===== src/design/sais_pkg.sv =====
// ----------------------------------------------------------------------------
// sais_pkg
// Shared types and constants of the suffix array interval search core.
// ----------------------------------------------------------------------------
package sais_pkg;

  localparam int MAX_TEXT_DEF  = 4096;
  localparam int CHAR_BITS_DEF = 8;

  // Field widths fixed by the item format
  localparam int IDX_W   = 12;
  localparam int LEN_W   = 13;
  localparam int POS_W   = 14;
  localparam int QCHAR_W = 8;
  localparam int ADDR_SPACE = 1 << IDX_W;

  localparam logic [LEN_W-1:0] COUNT_MAX = {LEN_W{1'b1}};

  // Opcodes
  localparam logic [1:0] OP_TEXT   = 2'd0;
  localparam logic [1:0] OP_SUFFIX = 2'd1;
  localparam logic [1:0] OP_QUERY  = 2'd2;

  typedef enum logic [2:0] {
    ST_IDLE,
    ST_START,
    ST_ADDR,
    ST_SUF,
    ST_TXT,
    ST_REPORT
  } state_t;

  typedef struct packed {
    logic take;       // an input item is accepted
    logic init;       // start the leftmost search over the interval
    logic sa_read;    // read suffix entry at the probe index
    logic tx_read;    // read text byte at suffix start plus match length
    logic step;       // halve the search range
    logic next_pass;  // save left edge, start the rightmost search
    logic commit;     // take the new interval
    logic halt;       // mark the query as stopped
    logic out_load;   // load the result register
  } sais_cmd_t;

  typedef struct packed {
    logic stopped;
    logic bad;
    logic l_lt_r;
    logic byte_eq;
    logic pass_right;
    logic out_busy;
  } sais_stat_t;

endpackage


===== src/design/sais_ctrl.sv =====
// ----------------------------------------------------------------------------
// sais_ctrl
// Sequencer of the search: issues probe reads and range updates for the
// leftmost and rightmost binary searches, then hands the result out.
// ----------------------------------------------------------------------------
module sais_ctrl import sais_pkg::*; (
  input  logic       clk,
  input  logic       rst,
  input  logic       in_valid,
  input  logic [1:0] opcode,
  output logic       in_ready,
  input  sais_stat_t stat,
  output sais_cmd_t  cmd
);

  state_t state, state_next;

  always_ff @(posedge clk) begin
    if (rst) begin
      state <= ST_IDLE;
    end else begin
      state <= state_next;
    end
  end

  always_comb begin
    state_next = state;
    cmd        = '0;
    in_ready   = 1'b0;
    case (state)
      ST_IDLE: begin
        in_ready = 1'b1;
        cmd.take = in_valid;
        if (in_valid && opcode == OP_QUERY) begin
          state_next = ST_START;
        end
      end
      ST_START: begin
        if (stat.stopped) begin
          state_next = ST_REPORT;
        end else if (stat.bad) begin
          cmd.halt   = 1'b1;
          state_next = ST_REPORT;
        end else begin
          cmd.init   = 1'b1;
          state_next = ST_ADDR;
        end
      end
      ST_ADDR: begin
        cmd.sa_read = 1'b1;
        state_next  = ST_SUF;
      end
      ST_SUF: begin
        cmd.tx_read = 1'b1;
        state_next  = ST_TXT;
      end
      ST_TXT: begin
        if (stat.l_lt_r) begin
          cmd.step   = 1'b1;
          state_next = ST_ADDR;
        end else if (!stat.byte_eq) begin
          cmd.halt   = 1'b1;
          state_next = ST_REPORT;
        end else if (!stat.pass_right) begin
          cmd.next_pass = 1'b1;
          state_next    = ST_ADDR;
        end else begin
          cmd.commit = 1'b1;
          state_next = ST_REPORT;
        end
      end
      ST_REPORT: begin
        // hold until the result register is free
        if (!stat.out_busy) begin
          cmd.out_load = 1'b1;
          state_next   = ST_IDLE;
        end
      end
      default: begin
        state_next = ST_IDLE;
      end
    endcase
  end

endmodule


===== config.mk =====
export PLATFORM = sky130hd
export DESIGN_NAME = sais_ctrl
export DESIGN_NICKNAME = d
export VERILOG_FILES = /design/src/design/sais_pkg.sv /design/src/design/sais_ctrl.sv
export SDC_FILE = /design/constraint.sdc
export NUM_CORES = 1
export LEC_CHECK = 0
export ABC_AREA = 0
export BUFFER_PORTS_ARGS = -buffer_cell sky130_fd_sc_hd__buf_2
export CAP_MARGIN = 20
export CORE_AREA = 2 2 39 41
export DETAILED_ROUTE_END_ITERATION = 7
export DIE_AREA = 0 0 41 43
export GPL_ROUTABILITY_DRIVEN = 0
export GPL_TIMING_DRIVEN = 0
export PLACE_DENSITY = 0.5
export SLEW_MARGIN = 20
export SYNTH_ARGS = -nofsm -noshare
export SYNTH_HDL_FRONTEND = slang
export SYNTH_SLANG_ARGS = --single-unit

===== constraint.sdc =====
create_clock -name clk -period 2.6 [get_ports clk]
set_input_delay 0.13 -clock clk [delete_from_list [all_inputs] [get_ports clk]]
set_output_delay 0.13 -clock clk [all_outputs]
set_load 0.005 [all_outputs]

==> flow_summary_export.csv, run 1 <==
group,metric,value,unit
sta,setup_viol,0,
critical_path,crit_type,"reg2out",
pwr,comb_power_share,34.9,%
clock_network,htree_levels,1,
layout,nFillCells,149,
grt,grt_usage,13.13,%
sta,timing.fmax,0.6800,GHz
pwr,p_per_area,424.1,nW/um^2
pwr,fin_total_pwr,210.1,uW
routing,firstDrtPassIters,3,
grt,grt_pass1_wl,1.531,mm
routing,wirelength,881,um
routing,via_count,400,
synth,synth_seq_cells,3,
worst_hold_path,hold_class,"in2reg",
sta,rsz0062_at_grt,"no",
die,fp-row-count,14,
sta,period_share,56.56,%
synth,synth.area.top_cells,"dfxtp_1, buf_6, nor3b_2",
synth,seq_area_frac_synth,17.20,%
grt,antenna_found_initial,0,
synth,yosys_warnings,0,
layout,drive_gt1_share,49.23,%
pwr,intPower,146.8,uW
die,core-area,1384,um^2
synth,synth_area_leader_cell,"dfxtp_1",
routing,wl_per_cell,10.88,um
clock_network,post_cts_resize_count,0,
critical_path,worstPathRequired,2.47,ns
synth,synthDistinctLibCells,28,
grt,grt_max_degree,11,
sta,slew_viol_final,0,
layout,largest_register_ff_count,3,
layout,ff_latch_area,60.06,um^2
layout,layout.cells.most_common_list,"buf_2, nor2_1, buf_6, clkbuf_4, dfxtp_1",
layout,syn2layout_area_growth,41.94,%
critical_path,cp.arrival,1.34,ns
sta,fin_skew,0.001663,ns
sta,period_needed,1.471,ns
synth,netlist_instances,41,
clock_network,tritoncts,"yes",
critical_path,critPathCaptureType,"primary output",
pwr,clkPwrFrac,39.5,%
layout,finalNetCount,77,
routing,ant_nets,0,
synth,syn_nets,52,
layout,multiInputGateArea,251.5,um^2
critical_path,cp-start-kind,"register",
pwr,p_switching,63.36,uW
sta,worstMarginPinSlew,0.3253,ns
die,die_y,43,um
critical_path,path_max_fanout,10,
routing,vias_per_cell,4.938,
die,start_util,25.23,%
clock_network,clock_latency,0.24,ns
place,pre_cts_ws,1.385,ns
routing,drc_errors,0,
place,io_buffers,20,
place,dp_cells,77,
synth,synth_edf_count,0,
grt,grt_pass1_vias,377,
clock_network,cts_inserted_buffers,3,
pwr,swShare,30.15,%
sta,hold_violations,0,
clock_network,post_cts_buffers,0,
clock_network,postCtsHoldBufs,0,
synth,synth_flop_cell,"dfxtp_1",
synth,synthArstFlopShare,0,%
grt,grt-ovfl-total,0,
clock_network,clk_pin_slew,0.04,ns
die,io_pins,21,
die,die_area,1763,um^2
pwr,seqPwrFrac,25.6,%
pwr,p_leak,0.2547,nW
synth,synth_top_area_share,17.20,%
layout,insertedDiodeCount,0,
sta,timing.final.ws_setup,1.129,ns
sta,setup_tns,0,ns
synth,avgSynthCellArea,8.514,um^2
run,cap_violations,0,
status,outcome,"completed",
routing,drt_iter0_drc,2,
clock_network,cts.sinks,3,
layout,top_register,"state",
die,die_x,41,um
synth,syn_area,349.1,um^2
layout,reg_top3,"state x3",
layout,fin_cells,81,
clock_network,clk_path_buf_depth,2,
sta,slew_headroom,78.26,%
clock_network,cts-root-buf,"clkbuf_4",
layout,layout_commonest_cell,"buf_2",
pwr,ir_worst_vdd,0.0001039,V
Yosys cell counts (all sizes together) (2+ instances only):
library cell and instances:
dfxtp 3, nand2b 2, buf 3, and2 2
o21ai 3, and3 2, nand3b 2, nor3b 2
nor2 4, and3b 2
path summary, 6_finish.rpt:
kind | startpoint | endpoint | slack [ns] | cells past startpoint
worst max-delay path | state[1] | cmd[2] | 1.13 | 4
worst min-delay path | rst | state[2] | 0.08 | 2
worst max register to register | state[1] | state[1] | 1.43 | 4
worst min register to register | state[0] | state[2] | 0.64 | 3
kinds of logic (layout without fill, tap and decap cells):
| group | Yosys count | after routing | synth area share [%] |
|---|---|---|---|
| xor+xnor | 1 | 1 | 2.509 |
| simple gates | 23 | 23 | 49.10 |
| buf+inv | 4 | 28 | 10.75 |
| flops | 3 | 3 | 17.20 |
| compound gates | 10 | 10 | 20.43 |
stage by stage:
| stage | hold slack (ns) | utilization, % | cell area, um^2 |
|---|---|---|---|
| global placement | 0.3214 | 33.91 | 469.2 |
| detailed placement | 0.3266 | 33.91 | 469.2 |
| global route | 0.08452 | 35.80 | 495.5 |
| floorplan | 0.1991 | - | 349.1 |
| finish | 0.08378 | 35.80 | 495.5 |
| CTS | 0.08073 | 35.80 | 495.5 |
layer usage:
metal	routed length, um	up-vias	GRT usage (%)	share of wire, %
li1	-	200	-	-
met1	372	189	16.93	42
met2	445	7	17.81	51
met3	32	4	3.141	3.6
met4	30	0	10.00	3.4
met5	0	-	0	0
power by group through the flow:
stage	Combinational [mW]	Clock (mW)	Sequential [mW]
floorplan	0.0489	0	0.0536
global placement	0.0737	0	0.0543
detailed placement	0.0738	0	0.0545
CTS	0.0741	0.0848	0.0541
global route	0.0829	0.0903	0.0542
finish	0.0734	0.0830	0.0538
critical path, stage by stage (launching register included):
cell and delay (ns):
dfxtp_1 0.30, buf_6 0.14, nor4b_2 0.37, and3_1 0.19
buf_2 0.11
area by class of cell:
cell class / count / share of cell area, %
buffer: 3 / 6.818
timing repair buffer: 20 / 20.20
sequential: 3 / 12.12
inverter: 1 / 0.7576
multi-input combinational: 34 / 50.76
clock buffer: 4 / 5.303
tap: 16 / 4.040
Note: power is estimated with default switching activity, not from simulation.
==> run 2: changes to the inputs <==
PLACE_DENSITY = 0.52   (was 0.5)
clock period = 1.3 ns   (was 2.6 ns; I/O delays follow)
==> flow_summary_export.csv, run 2 (same netlist as run 1, synthesis figures left out) <==
group,metric,value,unit
critical_path,max_stage_delay,0.32,ns
critical_path,path_buf_inv,2,
grt,antenna_found_initial,0,
sta,rsz0062_at_grt,"yes",
layout,drive_gt1_share,56.34,%
sta,whs,0.006043,ns
pwr,swShare,30.76,%
grt,grt_pass1_wl,1.421,mm
sta,period_needed,1.313,ns
critical_path,crit_path_start,"state[0]",
critical_path,worst_path_max_delay_cell,"dfxtp_2",
routing,drt_iter0_drc,1,
routing,firstDrtPassIters,4,
critical_path,cp.arrival,1.25,ns
place,dp_hpwl,634.5,um
sta,period_share,101.0,%
pwr,p_per_area,821.5,nW/um^2
pwr,ir_worst_vdd,0.0002518,V
place,pre_cts_ws,0.1539,ns
sta,timing.final.ws_setup,-0.01298,ns
grt,grt_max_degree,11,
grt,grt-ovfl-total,0,
layout,fin_util,40.60,%
grt,grt_pass1_vias,350,
layout,top_register,"state",
sta,timing.fmax,0.7616,GHz
pwr,fin_total_pwr,461.5,uW
die,die_x,41,um
critical_path,worstPathRequired,1.24,ns
layout,insertedDiodeCount,0,
pwr,seqPwrFrac,24.0,%
routing,wirelength,921,um
die,die_area,1763,um^2
status,outcome,"finished, violations left",
worst_hold_path,hold_start,"rst",
layout,multiInputGateArea,272.8,um^2
run,cap_violations,0,
clock_network,clk_path_buf_depth,2,
routing,ant_nets,0,
pwr,p_leak,0.2898,nW
layout,largest_register_ff_count,3,
critical_path,critical-path-top-delay-family,"simple AND/OR/NAND/NOR gates",
clock_network,cts-root-buf,"clkbuf_4",
status,violations,"negative setup slack",
clock_network,postCtsHoldBufs,0,
layout,layout_commonest_cell,"buf_2",
sta,worstMarginPinSlew,0.2702,ns
sta,slew_viol_final,0,
place,io_buffers,20,
clock_network,clock_latency,0.24,ns
sta,slew_headroom,81.99,%
layout,design_area,561.8,um^2
die,fp-row-count,14,
routing,vias_per_cell,4.598,
sta,fin_skew,0.001624,ns
layout,reg_top3,"state x3",
clock_network,cts.sinks,3,
layout,layout.cells.most_common_list,"buf_2, buf_4, nor2_1",
critical_path,critPathCaptureType,"primary output",
critical_path,path_cells,"buf_6, nor4b_4, and3_1, buf_2",
sta,setup_viol,1,
layout,nFillCells,135,
clock_network,tritoncts,"yes",
die,start_util,25.23,%
routing,drc_errors,0,
place,placedInstanceArea,469.2,um^2
layout,finalNetCount,83,
routing,via_count,400,
worst_hold_path,hold_class,"in2reg",
clock_network,htree_levels,1,
layout,ff_latch_area,62.56,um^2
grt,grt_usage,12.02,%
critical_path,crit_type,"reg2out",
die,io_pins,21,
critical_path,cp-start-kind,"register",
routing,wl_per_cell,10.59,um
sta,hold_violations,0,
pwr,intPower,319.6,uW
critical_path,path_max_fanout,6,
layout,syn2layout_area_growth,60.93,%
critical_path,reg2reg_from,"state[1]",
die,die_y,43,um
pwr,clkPwrFrac,36.7,%
pwr,comb_power_share,39.3,%
pwr,p_switching,142.0,uW
clock_network,cts_inserted_buffers,3,
die,core-area,1384,um^2
clock_network,clk_pin_slew,0.04,ns
## run 2: layout make-up
type | instances | share of cell area (%)
buffer | 3 | 6.013
clock buffer | 4 | 4.677
inverter | 1 | 0.6682
multi-input combinational | 34 | 48.55
sequential | 3 | 11.14
tap | 16 | 3.563
timing repair buffer | 26 | 25.39
## run 2: worst paths after layout
check | end | slack, ns | cells past startpoint
setup / recovery | cmd[2] | -0.01 | 4
setup reg to reg | state[1] | 0.06 | 5
hold reg to reg | state[0] | 0.69 | 3
hold / removal | state[2] | 0.006 | 2
## run 2: through the flow
step	TNS (ns)	std cells
final	-0.01298	87
after CTS	-0.003102	84
after global routing	-0.1666	87
after global placement	0	77
after detailed placement	0	77
after floorplan	0	41
## run 2: metal layers
| metal | part of all wire (%) | global-route usage [%] | up-vias |
|---|---|---|---|
| met1 | 45 | 15.65 | 172 |
| met3 | 6.4 | 3.141 | 2 |
| li1 | - | - | 215 |
| met4 | 1.1 | 8.000 | 0 |
| met5 | 0 | 0 | - |
| met2 | 48 | 16.56 | 11 |
## run 2: what timing repair did
| item | 4_1_cts | 5_1_grt |
|---|---|---|
| gates resized for setup | 3 | 3 |
| setup buffers | 3 | 3 |
| setup endpoints to repair | 3 | 5 |
| pin swaps | 2 | 4 |
| gates cloned | 0 | 0 |
## run 2: power by group through the flow
stage | logic (mW) | registers, mW | clock network [mW]
after global routing | 0.199 | 0.112 | 0.185
final | 0.181 | 0.111 | 0.169
after global placement | 0.147 | 0.109 | 0
after floorplan | 0.0977 | 0.107 | 0
after CTS | 0.165 | 0.110 | 0.175
after detailed placement | 0.148 | 0.109 | 0
